[src/design/chbd_pkg.sv]
// ----------------------------------------------------------------------------
// Context Huffman bit decoder package
// Shared item, status and code types used by the front queue and the back end.
// ----------------------------------------------------------------------------
package chbd_pkg;

	// Command codes of one request.
	typedef enum logic [1:0] {
		CMD_LOAD_PLAIN = 2'd0,
		CMD_LOAD_CTX   = 2'd1,
		CMD_DECODE     = 2'd2,
		CMD_START      = 2'd3
	} cmd_t;

	// Result kinds.
	localparam logic [1:0] KIND_SYMBOL   = 2'd0;
	localparam logic [1:0] KIND_END      = 2'd1;
	localparam logic [1:0] KIND_OVERFLOW = 2'd2;

	localparam int unsigned SYM_PORT_W = 7;
	localparam int unsigned CODE_W     = 32;
	localparam int unsigned LEN_W      = 6;
	localparam int unsigned REG_W      = 8;

	// One queued request.
	typedef struct packed {
		cmd_t                    command;
		logic [SYM_PORT_W-1:0]   context_req;
		logic [SYM_PORT_W-1:0]   symbol;
		logic [CODE_W-1:0]       code_bits;
		logic [LEN_W-1:0]        code_length;
		logic                    stream_bit;
	} item_t;

	// Status from the back end to the front queue.
	typedef struct packed {
		logic take;
		logic clearing;
	} back_status_t;

endpackage

[src/design/chbd_front.sv]
// ----------------------------------------------------------------------------
// Context Huffman bit decoder front queue
// Accepts requests into a two-entry queue that the back end drains.
// ----------------------------------------------------------------------------
module chbd_front (
	input  logic                   clk,
	input  logic                   arst_n,
	input  logic                   start,
	output logic                   busy,
	input  chbd_pkg::item_t        item_in,
	input  chbd_pkg::back_status_t status,
	output logic                   q_valid,
	output chbd_pkg::item_t        q_item
);

	chbd_pkg::item_t fifo_q [2];
	logic            wr_ptr_q;
	logic            rd_ptr_q;
	logic [1:0]      count_q;
	logic            push;
	logic            pop;

	// The queue takes nothing while the context table is being cleared.
	assign busy    = (count_q == 2'd2) || status.clearing;
	assign push    = start && !busy;
	assign q_valid = (count_q != 2'd0);
	assign pop     = status.take && q_valid;
	assign q_item  = fifo_q[rd_ptr_q];

	always_ff @(posedge clk) begin
		if (push) begin
			fifo_q[wr_ptr_q] <= item_in;
		end
	end

	always_ff @(posedge clk or negedge arst_n) begin
		if (!arst_n) begin
			wr_ptr_q <= 1'b0;
			rd_ptr_q <= 1'b0;
			count_q  <= 2'd0;
		end else begin
			if (push) begin
				wr_ptr_q <= !wr_ptr_q;
			end
			if (pop) begin
				rd_ptr_q <= !rd_ptr_q;
			end
			count_q <= count_q + {1'b0, push} - {1'b0, pop};
		end
	end

endmodule

[config.mk]
export PLATFORM = sky130hd
export DESIGN_NAME = chbd_front
export DESIGN_NICKNAME = d
export VERILOG_FILES = /design/src/design/chbd_pkg.sv /design/src/design/chbd_front.sv
export SDC_FILE = /design/constraint.sdc
export NUM_CORES = 1
export LEC_CHECK = 0
export ABC_AREA = 1
export BUFFER_PORTS_ARGS = -buffer_cell sky130_fd_sc_hd__buf_4
export CAP_MARGIN = 20
export CORE_UTILIZATION = 52
export DETAILED_ROUTE_END_ITERATION = 7
export PLACE_DENSITY = 0.79
export RECOVER_POWER = 25
export SYNTH_ARGS = -nofsm -noshare
export SYNTH_HDL_FRONTEND = slang
export SYNTH_SLANG_ARGS = --single-unit
[constraint.sdc]
create_clock -name clk -period 4.62 [get_ports clk]
set_input_delay 0.693 -clock clk [delete_from_list [all_inputs] [get_ports clk]]
set_output_delay 0.693 -clock clk [all_outputs]
set_load 0.02 [all_outputs]
# Yosys cells after proc, flatten, opt, wreduce, memory -nomap -nowiden
# Memory sizes are Yosys's and may differ from the RTL's.
# Cells that the tools add are included.
classes:
  addsub: 2
  n_eq_ne: 1
  n_mux: 2
  reduce_logical: 7
op_table:
  columns: ["op", "n"]
  rows:
  - ["$logic_not A1 Y1", 3]
  - ["$add A2 B1 Y2", 1]
  - ["$eq A2 B2 Y1 const B", 1]
  - ["$logic_and A1 B1 Y1", 2]
  - ["$mux W1", 2]
  - ["$reduce_bool A2 Y1", 1]
  - ["$sub A2 B1 Y2", 1]
  - ["$logic_or A1 B1 Y1", 1]
totals:
  ff_bits: 4
  ram_bits: 110
  in_bits: 60
  wordCells: 16
  n_memories: 1
mem_list:
  columns: ["memory", "depth", "width", "rd", "rd_clocked_by_memory_dff", "write_ports", "line_no", "rtl"]
  rows:
  - ["fifo_q", 2, 55, 1, 0, 1, "chbd_front.sv:16", "chbd_pkg::item_t fifo_q [2];"]

# Depth between registers and ports, before layout
# Gate-level depths: netlist of run 1.
depth:
  ltp_word: 6
  mapped_depth: 10
  mapped_depth_nobuf: 10

# Worst setup path after synthesis of run 1
# No wires, ideal clock.
synth_path:
  path_kind: "input to register"
  startpoint: "input port status[0] in the netlist's numbering"
  endpoint: "memory fifo_q[1][0] in the netlist's numbering (enable)"
  t_arrival_ps: 3197
  required_time_ps: 4152
  path_slack_ps: 955
  stages: 3
  n_path_buf: 0
  cell_sequence: "inv_1 -> nand3_1 -> nor2_1"
synth_via:
  elab_chain_cells: 5
synth_lines:
  columns: ["element", "line_no", "rtl"]
  rows:
  - ["start: declaration", "chbd_front.sv:11", "input chbd_pkg::back_status_t status,"]
  - ["$logic_or A1 B1 Y1", "chbd_front.sv:24", "assign busy = (count_q == 2'd2) || status.clearing;"]
  - ["$logic_not A1 Y1", "chbd_front.sv:25", "assign push = start && !busy;"]
  - ["$logic_and A1 B1 Y1", "chbd_front.sv:25", null]
  - ["$mux W1", "chbd_front.sv:31", "if (push) begin"]
  - ["$mux W1 (implied by the code)", "chbd_front.sv:32", "fifo_q[wr_ptr_q] <= item_in;"]
  - ["end: declaration", "chbd_front.sv:16", null]
# Every way passes these cells.

==> results of run 1 <==
flip-flops by register name, indices dropped and copies added (netlist names):
register / cells
fifo_q: 110
count_q: 2
rd_ptr_q: 1
wr_ptr_q: 1
power breakdown:
part,switching [mW],internal (mW)
registers,0.0351,1.29
clock network,0.394,0.745
logic,0.777,0.431
path summary, 6_finish.rpt:
path	to	start	depth (start not counted)
setup / recovery	q_item[11]	rd_ptr_q	4
hold / removal	fifo_q[1][52]	item_in[52]	1
setup reg to reg	fifo_q[1][42]	count_q[0]	5
hold reg to reg	wr_ptr_q	wr_ptr_q	2
max in group asynchronous	rd_ptr_q	arst_n	2
min in group asynchronous	count_q[0]	arst_n	2
repair_timing:
action | 4_1_cts | 5_1_grt
endpoints found under the hold margin | 4 | 0
gates resized for setup | 0 | 0
buffers inserted | 0 | 0
hold buffers | 1 | 0
layout make-up:
type | instances | area, sq um
Timing Repair Buffer | 120 | 905
Inverter | 10 | 37.5
Multi-Input combinational cell | 185 | 726
Clock inverter | 10 | 93.8
Fill cell | 525 | 2130
Clock buffer | 20 | 425
Tap cell | 102 | 128
Sequential cell | 114 | 3400
metal layers:
layer	vias up	wire length (microns)
met5	-	0
met4	0	82
met3	8	545
met2	105	3950
met1	1228	3230
li1	1333	-
layout by cell type, fill, tap and decap left out, types with 2 or more instances in the layout:
master / instances
sky130_fd_sc_hd__clkinv_1: 5
sky130_fd_sc_hd__inv_2: 2
sky130_fd_sc_hd__clkbuf_16: 16
sky130_fd_sc_hd__ha_1: 2
sky130_fd_sc_hd__bufinv_16: 2
sky130_fd_sc_hd__buf_4: 81
sky130_fd_sc_hd__nand3_1: 3
sky130_fd_sc_hd__clkbuf_1: 6
sky130_fd_sc_hd__edfxtp_1: 110
sky130_fd_sc_hd__inv_1: 8
sky130_fd_sc_hd__dfrtp_1: 3
sky130_fd_sc_hd__clkinv_2: 3
sky130_fd_sc_hd__clkbuf_4: 34
sky130_fd_sc_hd__nand2_1: 178
logic make-up after synthesis:
family / synth area share [%]
and+or+nand+nor: 16.2
adders and majority gates: 0.585
buffers and inverters: 3.57
DFF: 79.6
through the flow:
stage                     cells  hold slack [ns]  instance area [sq um]
final                       561            0.385                   5720
after global placement      529            0.458                   5180
after detailed placement    530            0.494                   5200
after floorplan             321            0.397                   4270
after global routing        561            0.356                   5720
after CTS                   561            0.352                   5730
worst register-to-register path: cells and delay by family (launching register included):
family / cells / cell delay [ns]
and+or+nand+nor: 3 / 0.71
DFF: 1 / 0.36
buffers and inverters: 2 / 0.61
==> run summary, run 1 <==
Maximum cell stage delay along the critical path: 0.70 ns. Entering global routing, the biggest net connects 57 pins. The core outline area is 0.00785 sq mm, and the count of endpoints failing setup in the final report is 0.

The register-to-register setup slack came out at 2.56 ns. The final weighted congestion of routability-driven global placement is 0.729. For the worst supply voltage drop on vdd, the log shows 0.421 mV. The floorplan step set the die width to 92.7 microns. Dividing the detail-routed via count by the number of cells gives 4.77. Compared with the post-synthesis result, the final layout area differs by 33.8%. Headroom to the max-slew limit came out at 35.8%.

Start-to-end type of the worst setup path: reg2out. The commonest cells after synthesis are sky130_fd_sc_hd__nand2_1, sky130_fd_sc_hd__edfxtp_1, sky130_fd_sc_hd__inv_1. The met2 routing resource usage after global routing is 32.1%. No sink is reached through more buffers than the 2 on the longest clock path.

STA classifies the critical path endpoint as a primary output. The mean instance size in the synthesized netlist works out to 13.3 sq um. The min-delay analysis places its worst path in the category in2reg.

The worst path uses 58.6% of the clock period. The fraction of post-synthesis cell area in the top cell type by area works out to 77.3%. Counting flops with a built-in enable in the synthesized netlist gives 110.

During synthesis, Yosys emitted a total of 0 warnings. The layer flagged by global routing as most heavily used is met2. The count of buffers added on input and output ports is 116.

TritonCTS built the clock tree. Clock tree synthesis inserted a total of 17 buffers. The number of nets handed over by synthesis was 383. By area the synthesized netlist is led by sky130_fd_sc_hd__edfxtp_1, sky130_fd_sc_hd__nand2_1, sky130_fd_sc_hd__dfrtp_1. After routing, the total negative slack on setup checks comes to 0 ns. The global-route met1 utilization was 22.2%; the clock latency of the later-clocked register in the worst-skew pair was 0.49 ns. Data arrives at the worst endpoint at 2.01 ns. In this run the power density over the cells is 642 mW/mm^2.

The row count was 32. The pre-antenna-repair detailed-routing pass consisted of 4 iterations. The number of hold violations in the final report is 0. For this run, global-route usage on met3 was measured as 8.21%.

Counting I/O delays and the setup requirement, the final critical path takes 2.71 ns. The total die area was 0.00859 sq mm. sky130_fd_sc_hd__nand2_1 is the most common cell in the netlist. The cell that appears most often on the critical path is sky130_fd_sc_hd__nand2_1. For the standby leakage power, the log shows 2.47 nW. The fraction of layout instances using a drive strength above 1 came out at 30.9%. After synthesis the netlist holds a flip-flop and latch count of 114.

The number of buffers and inverters on the critical path is 2. The setup skew after layout is 0.00509 ns, and the average wire per cell in the routed design is 13.9 microns. After layout, the worst setup slack is 1.91 ns. The fraction of registers with async set or reset after synthesis is 3.51%. 117 I/O pins were placed. The routed layout has 2674 vias. Setup repair after global routing left no endpoint under its margin. The run gives 19.7% as the global-route usage over all layers. The cell sitting at the root of the clock tree is a sky130_fd_sc_hd__clkbuf_8. For the synthesized cell area, the log shows 0.00427 sq mm. The cell at the slowest stage of the critical path is sky130_fd_sc_hd__inv_2. The via count of the first global-routing pass is 2750, and the top fanout value on the critical path is 56. Detailed placement finished with a half-perimeter wire length of 4710 microns. The run gives 0 as the number of antenna violations at the first check in global routing. In this run, the number of DRC markers left after iteration 0 of detailed routing was 135. The run gives 114 as the TritonCTS sink count.

The sequential fraction of the synthesis area came out at 79.6%. The count of nets left with antenna violations once routing finished came out at 0. The family with the most delay on the worst path is buffers and inverters. The die outline height was 92.7 microns; the final core utilization was 72.9%. Prior to clock tree synthesis, the placed netlist has a worst setup slack of 2.20 ns. In the routed design, unresolved DRC markers number 0. The wire length of the first global-routing pass is 12300 microns, and the final net count is 510. The wire length reported by the detailed router is 7810 microns, and the initial core utilization is 54.5%. The synthesized design spends more area on one cell type than any other, namely sky130_fd_sc_hd__edfxtp_1.

Max-cap violations in this run came to 0. The clock transition at the register clock pins on the worst setup and hold paths after CTS works out to 0.05 ns. The run finished with clean final reports. The transition at the pin with the smallest max-transition slack came out at 0.961 ns.

Among all flip-flop cells after synthesis, the most frequent one is sky130_fd_sc_hd__edfxtp_1. Walking the worst path, the cells encountered are inv_2 -> nand2_1 -> nand2_1 -> buf_4. The logs give 3.93 ns for the data required time at the worst endpoint and 0 for the number of antenna diodes. The H-tree was split into 4 levels. The design draws 3.67 mW. Timing would allow up to 0.370 GHz. Synthesis handed over a netlist of 321 instances.

The startpoint type of the worst setup path was a register. The run gives 0 as the max-slew violation count. For this run the aggregate overflow at the end of global routing stands at 0. The number of different library cells in the post-synthesis netlist is 12.
(Power assumes the default switching activity.)
==> run 2: changes to the inputs <==
--- a/config.mk
+++ b/config.mk
@@ -5,7 +5,7 @@
 export SDC_FILE = /design/constraint.sdc
 export NUM_CORES = 1
 export LEC_CHECK = 0
-export ABC_AREA = 1
+export ABC_AREA = 0
 export BUFFER_PORTS_ARGS = -buffer_cell sky130_fd_sc_hd__buf_4
 export CAP_MARGIN = 20
 export CORE_UTILIZATION = 52
==> constraint.sdc (replaced) <==
create_clock -name clk -period 2.8 [get_ports clk]
set_input_delay 0.42 -clock clk [delete_from_list [all_inputs] [get_ports clk]]
set_output_delay 0.42 -clock clk [all_outputs]
set_load 0.02 [all_outputs]
==> run 2 against run 1 <==
Against the previous run: wire length down 3.2%; clock skew is 0.0018 ns higher; hold slack worse by 0.28 ns; first-iteration DRC count down 27%; cell count fell by 22%; global-route usage decreased by 1.1 points; via count decreased by 18%; total power up 65%; sequential power is 75% higher; utilization increased by 1.7 points; non-clock buffer count grew 2; critical path type unchanged.
==> run summary, run 2 <==
The run finished with clean final reports. A synthesized cell averages 22.9 sq um. The wire-length estimate of the detail-placed layout is 4840 microns. The tools report the pin count of the biggest net entering global routing as 34. The clock root buffer is sky130_fd_sc_hd__clkbuf_8. After synthesis, the largest area contributor takes up 76.0% of total cell area. STA classifies the critical path endpoint as a primary output. STA puts the critical path data required time at 2.38 ns. The clock tree synthesis step divided the H-tree into 4 levels.

The commonest cells after synthesis are sky130_fd_sc_hd__edfxtp_1, sky130_fd_sc_hd__mux2_4, sky130_fd_sc_hd__mux2_2. Yosys mapped a number of flops with a built-in enable equal to 110. TritonCTS built the clock tree. The tools report the standby leakage power as 2.32 nW. The tools report the DRC violation count after routing as 0. The tool flagged a number of max-cap violations equal to 0.

Cell at the slowest stage of the critical path: sky130_fd_sc_hd__dfrtp_4. In the final design database the tool counted 387 nets. The most used flip-flop cell after synthesis is sky130_fd_sc_hd__edfxtp_1. For this configuration, the core starts out at a cell density of 55.1%.

Setup repair after global routing left no endpoint under its margin. Subtracting the final worst setup slack from the clock period gives 2.56 ns. Along the worst path, the maximum fanout reaches 33. fifo_q holds more flip-flops than any other register.

The transition at the pin with the smallest max-transition slack was 0.584 ns; the total die area was 0.00872 sq mm. Counting every sink on the clock net gives 114. On the final layout, the worst hold slack is 0.109 ns.

The synthesized design spends more area on one cell type than any other, namely sky130_fd_sc_hd__edfxtp_1. In this run, CTS created clock tree buffers numbering 17. 0 antenna diodes ended up in the layout. By area the synthesized netlist is led by sky130_fd_sc_hd__edfxtp_1, sky130_fd_sc_hd__mux2_4, sky130_fd_sc_hd__mux2_2. The ratio of total power to cell area is 1030 mW/mm^2, and the length of routed met3 wiring is 573 microns. The later pin in the worst-skew pair is clocked with a latency of 0.50 ns. The synthesized netlist cell count was 190; the total via count in the routed design was 2199. In this run the cell area of the synthesized design comes to 0.00434 sq mm. The most common cell in the synthesized netlist is sky130_fd_sc_hd__edfxtp_1.

Family with the most delay on the worst path: flip-flops. Leaving out fill and tap cells, the most frequent cell in the layout is sky130_fd_sc_hd__edfxtp_1. After filler insertion, the fill cell instance count of the layout stands at 469. The synthesized net count is 252, and the final weighted congestion of routability-driven global placement is 0.629. No sink is reached through more buffers than the 2 on the longest clock path. The first global-routing pass estimated 11500 microns of wire. Yosys printed 0 warnings. The average wire per cell in the routed design was 17.3 microns; the instance area after placement was 0.00535 sq mm. The fraction of registers with async set or reset after synthesis is 3.51%, and the maximum cell stage delay along the critical path is 0.81 ns. The number of antenna violations at the first check in global routing came out at 0.

The tools report the startpoint type of the worst setup path as a register. The via count of the first global-routing pass was 2335; the post-route setup TNS was 0 ns. Die outline height: 93.4 microns. In the layout the commonest cells are sky130_fd_sc_hd__edfxtp_1, sky130_fd_sc_hd__buf_4, sky130_fd_sc_hd__mux2_4, sky130_fd_sc_hd__clkbuf_4, sky130_fd_sc_hd__clkbuf_16.

Clock skew on the completed layout was measured at 0.00687 ns. The tools report the number of different library cells in the post-synthesis netlist as 15. In this run the tightest slew margin relative to its limit is 61.1%. The routed wire length on met2 is 4040 microns, and the post-detailed-route count of antenna-violating nets is 0.

In the routed layout, each cell is associated on average with a via count of 5.02. After clock tree synthesis, the clock-pin slew on the worst setup and hold paths is 0.05 ns. The post-route netlist has 60.7% of its cells at a drive strength greater than 1. In this run, post-CTS repair resized a total of 0 instances.

The floorplan has 32 rows. IR analysis of the VDD net gives a maximum drop of 0.752 mV. Max-slew violation count: 0. Start-to-end type of the worst setup path: reg2out.

Sequential fraction of the synthesis area: 78.3%. The critical path contains buffers and inverters numbering 2 combined. The run gives 887 sq um as the area of the multi-input gates.

The wire length reported by the detailed router is 7560 microns, and the count of endpoints failing setup in the final report is 0. The type of the worst min-delay path was in2reg. The met1 wire length came out at 2850 microns. After layout, the worst path uses 91.6% of the clock period. Number of hold violations in the final report: 0. The number of flip-flops in the largest register is 110. Global routing used 18.5% of the available tracks across all layers.

Uppermost layer routed: met4. The largest registers in the layout are fifo_q (110), count_q (2). The first TritonRoute pass finished after 4 iterations.

The post-synthesis sequential element count is 114, and the non-filler instance count after layout is 438. The die is 93.4 microns wide. Total power for the finished layout comes to 6.06 mW. The count of input and output buffers is 116, and the maximum frequency from static timing analysis is 0.390 GHz.

The area occupied by registers came out at 0.00341 sq mm. For the worst endpoint data arrival time, the log shows 2.14 ns. In this run the count of I/O pins placed on the die edge is 117. The total non-filler cell area in the finished layout was 0.00589 sq mm; the area added between synthesis and finish was 35.5%. The tools report the core outline area as 0.00789 sq mm. The count of routing violations after the opening detailed-route iteration was 98; the number of placed instances with taps included was 407. Traced cell by cell, the critical path runs through buf_12 -> mux2_2 -> buf_4. The total congestion overflow after global routing is 0.
[run 2: timing repair]
action                                  4_1_cts  5_1_grt
endpoints found under the setup margin        0        0
hold buffers                                  1        0
buffers inserted                              0        0
endpoints found under the hold margin         4        0
[run 2: logic make-up (layout without fill, tap and decap cells)]
group / Yosys count / in the layout / share of synthesized area, %
XOR/XNOR: 4 / 4 / 0.807
adder cells (fa/ha/maj): 2 / 2 / 0.576
buffers and inverters: 8 / 154 / 1.58
flip-flops: 114 / 114 / 78.3
multiplexers: 55 / 55 / 17.7
AND/OR/NAND/NOR: 7 / 7 / 0.979
[run 2: worst paths after layout]
path                        startpoint             to  slack, ns  depth (start not counted)
max                           rd_ptr_q      q_item[1]       0.24                          3
min                        item_in[54]  fifo_q[1][54]       0.11                          1
max reg2reg                 count_q[1]     count_q[1]       1.02                          7
min reg2reg                 count_q[1]     count_q[1]       0.53                          1
max in group asynchronous       arst_n       rd_ptr_q       2.43                          2
min in group asynchronous       arst_n     count_q[0]       0.26                          2
[run 2: layout make-up]
class                      instances  area share, %
sequential                       114           57.9
timing repair buffer             122           15.6
multi-input combinational         68           15.1
clock buffer                      18           7.10
tap                              102           2.17
clock inverter                    12           2.02
inverter                           2          0.128
[run 2: worst reg2reg max path: cells and delay by family, from the launching register on]
kind	cells	cell delay (ns)
adder cells (fa/ha/maj)	2	0.57
AND/OR/NAND/NOR	2	0.37
buffers and inverters	1	0.04
XOR/XNOR	2	0.25
flip-flops	1	0.42
[run 2: metrics by stage]
| stage | worst slack (ns) | utilization (%) |
|---|---|---|
| after floorplan | -0.641 | - |
| after global placement | 0.779 | 67.8 |
| after detailed placement | 0.750 | 67.8 |
| after CTS | 0.206 | 74.8 |
| after global routing | 0.153 | 74.6 |
| final | 0.236 | 74.6 |
[run 2: power by group]
part           internal [mW]  switching (mW)
combinational          0.959           0.857
clock                   1.24           0.680
sequential              2.14           0.191
total                   4.33            1.73
[run 2: metal layers]
metal	global-route usage [%]	up-vias
met1	20.3	1081
met2	32.9	93
li1	-	1015
met4	8.08	0
met5	0	-
met3	5.85	10
